## config.mk

```make
export PLATFORM = sky130hd
export DESIGN_NAME = ssf_mac
export DESIGN_NICKNAME = d
export VERILOG_FILES = /design/src/rtl/ssf_pkg.sv /design/src/rtl/ssf_mac.sv
export SDC_FILE = /design/constraint.sdc
export NUM_CORES = 2
export LEC_CHECK = 0
export BUFFER_PORTS_ARGS = -buffer_cell sky130_fd_sc_hd__buf_4
export CAP_MARGIN = 10
export CORE_ASPECT_RATIO = 0.6
export CORE_MARGIN = 2
export CORE_UTILIZATION = 45
export CTS_CLUSTER_SIZE = 24
export DETAILED_ROUTE_END_ITERATION = 10
export GPL_ROUTABILITY_DRIVEN = 1
export PLACE_DENSITY = 0.64
export SLEW_MARGIN = 10
export SYNTH_ARGS = -nofsm -noshare
export SYNTH_HDL_FRONTEND = slang
export SYNTH_SLANG_ARGS = --single-unit
```

## constraint.sdc

```tcl
create_clock -name clk -period 4.5 [get_ports clk]
set_input_delay 0.675 -clock clk [delete_from_list [all_inputs] [get_ports clk]]
set_output_delay 0.675 -clock clk [all_outputs]
set_load 0.01 [all_outputs]
```

## src/rtl/ssf_pkg.sv

```systemverilog
// shared types, constants and microcode table of the state-space filter
`default_nettype none

package ssf_pkg;

	localparam int MAX_ORDER_DEF = 4;
	localparam int DATA_W = 32;
	localparam int ROW_W = 4;
	localparam int UPC_W = 3;
	localparam int PADDR_W = 3;

	// register select taken from the word address bit
	localparam logic REG_ORDER_IN_USE = 1'b0;

	typedef enum logic [1:0] {
		OP_FILTER = 2'd0,
		OP_WRITE  = 2'd1,
		OP_CLEAR  = 2'd2,
		OP_NONE   = 2'd3
	} ssf_op_t;

	// kind of product term issued by a microcode step
	typedef enum logic [1:0] {
		K_C = 2'd0,
		K_D = 2'd1,
		K_A = 2'd2,
		K_B = 2'd3
	} ssf_kind_t;

	typedef enum logic [1:0] {
		J_NEXT   = 2'd0,
		J_LOOP_J = 2'd1,
		J_LOOP_I = 2'd2,
		J_WAIT   = 2'd3
	} ssf_jmp_t;

	typedef struct packed {
		logic             issue;
		ssf_kind_t        kind;
		ssf_jmp_t         jmp;
		logic [UPC_W-1:0] target;
	} ssf_uword_t;

	// tag that travels with each product term down the mac pipeline
	typedef struct packed {
		logic             valid;
		logic             first;
		logic             last;
		logic             is_y;
		logic [ROW_W-1:0] row;
	} ssf_tag_t;

	// finished dot product after rounding and clipping
	typedef struct packed {
		logic              valid;
		logic              is_y;
		logic [ROW_W-1:0]  row;
		logic [DATA_W-1:0] value;
		logic              clip;
	} ssf_fin_t;

	localparam logic [UPC_W-1:0] UPC_CY  = 3'd0;
	localparam logic [UPC_W-1:0] UPC_DY  = 3'd1;
	localparam logic [UPC_W-1:0] UPC_AX  = 3'd2;
	localparam logic [UPC_W-1:0] UPC_BU  = 3'd3;
	localparam logic [UPC_W-1:0] UPC_END = 3'd4;

	// y = C.x + D.u, then for each row i: x'[i] = A[i].x + B[i].u
	function automatic ssf_uword_t ssf_ucode(input logic [UPC_W-1:0] upc);
		ssf_uword_t w;
		w.issue  = 1'b0;
		w.kind   = K_C;
		w.jmp    = J_WAIT;
		w.target = UPC_END;
		case (upc)
			UPC_CY: begin
				w.issue = 1'b1;
				w.kind  = K_C;
				w.jmp   = J_LOOP_J;
			end
			UPC_DY: begin
				w.issue = 1'b1;
				w.kind  = K_D;
				w.jmp   = J_NEXT;
			end
			UPC_AX: begin
				w.issue = 1'b1;
				w.kind  = K_A;
				w.jmp   = J_LOOP_J;
			end
			UPC_BU: begin
				w.issue  = 1'b1;
				w.kind   = K_B;
				w.jmp    = J_LOOP_I;
				w.target = UPC_AX;
			end
			default: begin
				w.issue = 1'b0;
				w.jmp   = J_WAIT;
			end
		endcase
		return w;
	endfunction

endpackage

`default_nettype wire

```

## src/rtl/ssf_mac.sv

```systemverilog
// multiply-accumulate pipeline with half-up rounding and 32-bit clipping
`default_nettype none

module ssf_mac
	import ssf_pkg::*;
#(
	parameter int MAX_ORDER = MAX_ORDER_DEF
) (
	input  wire                     clk,
	input  wire                     arst_n,
	input  wire ssf_tag_t           tag,
	input  wire signed [DATA_W-1:0] coef,
	input  wire signed [DATA_W-1:0] opnd,
	output ssf_fin_t                fin,
	output logic                    busy
);

	// up to MAX_ORDER+1 products of 64 bits plus the rounding half
	localparam int ACC_W = 2 * DATA_W + 1 + $clog2(MAX_ORDER + 1);
	localparam logic signed [ACC_W-1:0] RND_HALF = ACC_W'(64'h80_0000);

	ssf_tag_t                   tag_s2;
	ssf_tag_t                   tag_s3;
	logic signed [2*DATA_W-1:0] prod_s2;
	logic signed [ACC_W-1:0]    acc_q;
	logic signed [ACC_W-1:0]    rnd;
	logic                       in_range;

	always_ff @(posedge clk or negedge arst_n) begin
		if (!arst_n) begin
			tag_s2 <= '0;
			tag_s3 <= '0;
		end else begin
			tag_s2 <= tag;
			tag_s3 <= tag_s2;
		end
	end

	always_ff @(posedge clk) begin
		prod_s2 <= coef * opnd;
		if (tag_s2.valid) begin
			acc_q <= (tag_s2.first ? '0 : acc_q) + ACC_W'(prod_s2);
		end
	end

	// result is rnd[55:24]; it fits when all bits above bit 55 match bit 55
	always_comb begin
		rnd      = acc_q + RND_HALF;
		in_range = (rnd[ACC_W-1:55] == '0) || (rnd[ACC_W-1:55] == '1);
		fin.valid = tag_s3.valid && tag_s3.last;
		fin.is_y  = tag_s3.is_y;
		fin.row   = tag_s3.row;
		fin.clip  = !in_range;
		if (in_range) begin
			fin.value = rnd[55:24];
		end else if (rnd[ACC_W-1]) begin
			fin.value = 32'h8000_0000;
		end else begin
			fin.value = 32'h7fff_ffff;
		end
	end

	assign busy = tag_s2.valid || tag_s3.valid;

endmodule

`default_nettype wire

```

== Word level (Yosys, flattened, before mapping) ==
Index checks and enable logic that the tools add are counted.

* Bits in registers: 147
* Input port bits: 74
* Logic and storage cells: 23

* Add/sub/neg operators: 2
* Multipliers: 1
* Eq/ne operators: 1
* Mux-type cells: 3
* Reductions and logical operators: 5

{| class="wikitable"
|+ Operator list
! kind !! number
|-
| $add 68x25->68 const B || 1
|-
| $add 68x68->68 || 1
|-
| $mux 68 || 1
|-
| $mul 32x32->64 || 1
|-
| $mux 32 || 2
|-
| $eq 13x13->1 const B || 1
|-
| $logic_not 13->1 || 1
|-
| $logic_or 1x1->1 || 2
|-
| $logic_and 1x1->1 || 1
|-
| $logic_not 1->1 || 1
|}

== Longest topological paths before layout ==
* Depth after elaboration: 4
* Depth in mapped cells: 29
* Depth with buffers taken out: 27

== Worst setup path after synthesis ==
No wires, ideal clock.

* Path type: input-to-reg
* Start: in coef[31]
* End: reg prod_s2[61]
* Data arrival time: 8275 ps
* Data required time: 4380 ps
* Slack: -3895 ps
* Stages on the path: 26
* Cells stage by stage: clkbuf_1 -> nand2_1 -> fa_1 -> fa_1 -> inv_1 -> fa_1 -> inv_1 -> fa_1 -> inv_1 -> fa_1 -> fa_1 -> inv_1 -> fa_1 -> inv_1 -> fa_1 -> ha_1 -> clkbuf_1 -> nand4_1 -> or2_2 -> nor3_1 -> nor2_1 -> o21ai_0 -> a31oi_1 -> o21ai_1 -> nor4b_1 -> a211o_1

* Cells in the longest elaborated chain, start to end: 1

{| class="wikitable"
|+ RTL lines
! what !! RTL line !! source
|-
| start: declaration || ssf_mac.sv:12 || <nowiki>input wire signed [DATA_W-1:0] coef,</nowiki>
|-
| $mul 32x32->64 || ssf_mac.sv:40 || <nowiki>prod_s2 <= coef * opnd;</nowiki>
|-
| end signal: assignment || ssf_mac.sv:40 ||
|-
| end: declaration || ssf_mac.sv:24 || <nowiki>logic signed [2*DATA_W-1:0] prod_s2;</nowiki>
|}

Every way passes these cells.
A chain may end at the register's enable or synchronous reset.

== Worst setup path after layout ==
* Start: in coef[31]
* End: reg prod_s2[57]

Same word-level chain as after synthesis.

==> results.md <==
- Status: finished, violations left
- Failing checks: setup timing
- Layout cells sized above 1: 0.213
- Grt peak-use layer: met2
- Post-synth EDFFs: roughly 70
- Routed WL: ~130000 um
- Port Buffers: roughly 110
- Crit path max-delay cell type: fa_1
- Gr usage total: 0.253
- Fin nets: around 6800
- I/O pins: around 110
- Peak Freq: ~0.14 GHz
- Clock root cell: clkbuf_16
- Met2 usage: 0.390
- Fin crit period: 7.13 ns
- Wire per inst: around 19 um
- Cell count after synthesis: 4911
- Multi-input gate area: 0.0389 mm2
- Worst path bufs/invs: 11
- Initial Utilization: 0.454
- Asr flop ratio synth: 0.102
- RR Startpoint: tag_s2[6]$_DFF_PN0_
- Critical setup path kind: input port to flop
- Reg clk slew, reported paths: roughly 0.070 ns
- Via-to-Cell Ratio: 5.22
- Depth of the CTS H-tree: 4
- Placed wire-length estimate: about 110000 um
- RSZ-0062 raised after global routing: yes
- Sequential share of the synthesized area: 0.0811
- First-pass GRT wire length: about 210000 um
- Final Hold Fails: 0
- DRC: 0
- Sequential cell area: 0.00370 mm2
- Worst setup SP type: input port
- GRT overflow: 0
- Critical Path Start: coef[31]
- CTS tree: built
- Initial antenna violation count: 1
- Final setup fails: 56
- GPL Wtd Cong: 0.909
- Core Region: around 0.1 mm2
- Inserted Clock Buffers: 17
- Predominant post-synthesis flop cell: edfxtp_1
- Hold Crit Class: input port to async pin
- Synth Cell Area: between 0.04 and 0.05 mm2
- Period utilization: 1.58
- Via Count: between 30000 and 40000
- Max Cap Viol: 0
- CP max FO: 8
- Hold WS: 0.0780 ns
- PnR worst setup slack: -2.63 ns
- Crit. End Element: flop
- Max-slew violation count: 0
- Post-DRT Antenna Nets: 0
- Clock sink total: 147
- Met3 usage: 0.0427
- Post-synthesis register bit count: 147
- Die H: 251 um
- Worst Tran Pin Value: roughly 1 ns
- Vias in the first global route: between 30000 and 40000
- Warnings, synthesis: 0
- 1st-pass router iterations: 5
- Die W: between 400 and 500 um
- Arr. time, crit path: roughly 7.5 ns
- Largest delay share family, worst path: adder cells
- Avg Cell Area, Syn: between 9 and 10 um2
- Most frequent CP cell: fa_1
- Worst skew pair latency: ~0.44 ns
- Crit-path max cell delay: ~0.58 ns
- Library cells used by synthesis: 80
- Die area: between 0.1 and 0.15 mm2
- Syn_nets: 6320
- Filler cells: ~9000
- Area growth syn-to-layout: 21.8%
- Initial DRC Count: between 2000 and 3000
- Critical Path RT: slightly below 5 ns
- Fin Clk Skew: ~0.018 ns
- Clk buf depth: 2
- Rel. slew slack: 0.322
- Grt met1 use: 0.383
- Row count: 90
- Largest net degree at the start of global routing: 70
## worst paths after layout
path	slack (ns)	cells past startpoint	to
max in group asynchronous	4.24	1	tag_s2[6]$_DFF_PN0_
worst min-delay path	0.08	1	tag_s2[1]$_DFF_PN0_
min in group clk	0.34	1	tag_s2[5]$_DFF_PN0_
worst max-delay path	-2.63	30	prod_s2[57]$_DFF_P_
worst max register to register	0.35	13	acc_q[56]$_DFFE_PP_
worst min register to register	0.35	0	tag_s3[5]$_DFF_PN0_
## state kept, by name, summed over array words and instances (netlist names)
name / flops
acc_q: 68
prod_s2: 64
tag_s2: 8
fin: 5
tag_s3: 2
## kinds of logic after synthesis
group | count (synthesis) | share of synthesized area
buffers and inverters | 1265 | 0.106
and+or+nand+nor | 1518 | 0.169
muxes | 6 | 0.00135
adders and majority gates | 1335 | 0.545
xor gates and xnor gates | 163 | 0.0313
DFF | 147 | 0.0811
AOI/OAI and AO/OA | 477 | 0.0667
## timing repair
item / in CTS / in global routing
pin swaps: 117 / 191
gates cloned: 9 / 7
endpoints found under the setup margin: 56 / 89
setup buffers: 32 / 43
hold buffers: 0 / 0
gates resized for setup: 323 / 270
endpoints found under the hold margin: 0 / 0
## cells in the final DEF (no fill, tap or decap), types with 14 or more instances in the layout
cell type  instances
fa_1             999
inv_1            956
nand2_1          578
and2_1           454
buf_4            431
ha_1             210
buf_6            125
a21oi_1          118
nor2_1            98
xnor2_1           91
fa_2              84
a21o_1            78
nor2b_1           74
edfxtp_1          68
buf_12            65
dfxtp_1           64
inv_2             56
xor2_1            56
and2_4            53
a21oi_2           53
o21ai_0           50
nand3_1           46
ha_4              40
nand4_1           28
nor3_1            28
and3_1            26
clkbuf_16         24
nand2b_1          21
nand2_2           21
o21bai_1          20
buf_16            16
a31oi_1           15
buf_8             15
o21a_1            14
## layout make-up
class	count	share of cell area
Multi-Input combinational cell	3499	0.701
Timing Repair Buffer	661	0.123
Inverter	1015	0.0688
Sequential cell	147	0.0666
Tap cell	1334	0.0301
Clock buffer	17	0.00766
Clock inverter	15	0.00286
Antenna cell	1	0.0000451
## per-layer routing
layer  routed length [um]  part of all wire
met3                 9620             0.075
met4                 1560             0.012
met1                60300              0.47
met2                56800              0.44
met5                    0                 0
## synthesized netlist by cell type, drive strengths merged, types with 11 or more instances
cell | count | area, um2
a21oi | 178 | 943
o31ai | 12 | 90.1
nor2 | 113 | 424
dfxtp | 64 | 1280
inv | 1015 | 3810
edfxtp | 68 | 2040
nand2b | 22 | 138
a31oi | 19 | 119
xnor2 | 103 | 902
clkbuf | 237 | 890
a21o | 78 | 586
xor2 | 60 | 526
o21bai | 21 | 158
o21a | 14 | 105
nand2 | 609 | 2290
o21ai | 77 | 385
nand4 | 29 | 196
a211oi | 14 | 105
o211ai | 11 | 82.6
fa | 1083 | 21700
and4 | 11 | 101
ha | 252 | 3150
dfrtp | 15 | 375
nand3 | 52 | 265
nor2b | 76 | 475
and3 | 33 | 211
nor3 | 33 | 165
and2 | 507 | 3170
buf | 13 | 115
## stage by stage
step	setup WS (ns)	std cells	setup TNS (ns)	cell area, um2	util
final	-2.63	6689	-117.82	55500	0.553
after global routing	-2.89	6689	-127.41	55500	0.553
after CTS	-2.56	6647	-110.55	54000	0.538
after detailed placement	-3.25	6577	-148.99	51700	0.515
after global placement	-3.15	6577	-145.99	51700	0.515
after floorplan	-3.19	4911	-111.80	46700	-
Power is left out: the tool's default activity adds up to more than one toggle a clock period on the data nets, which glitch-free logic cannot reach.
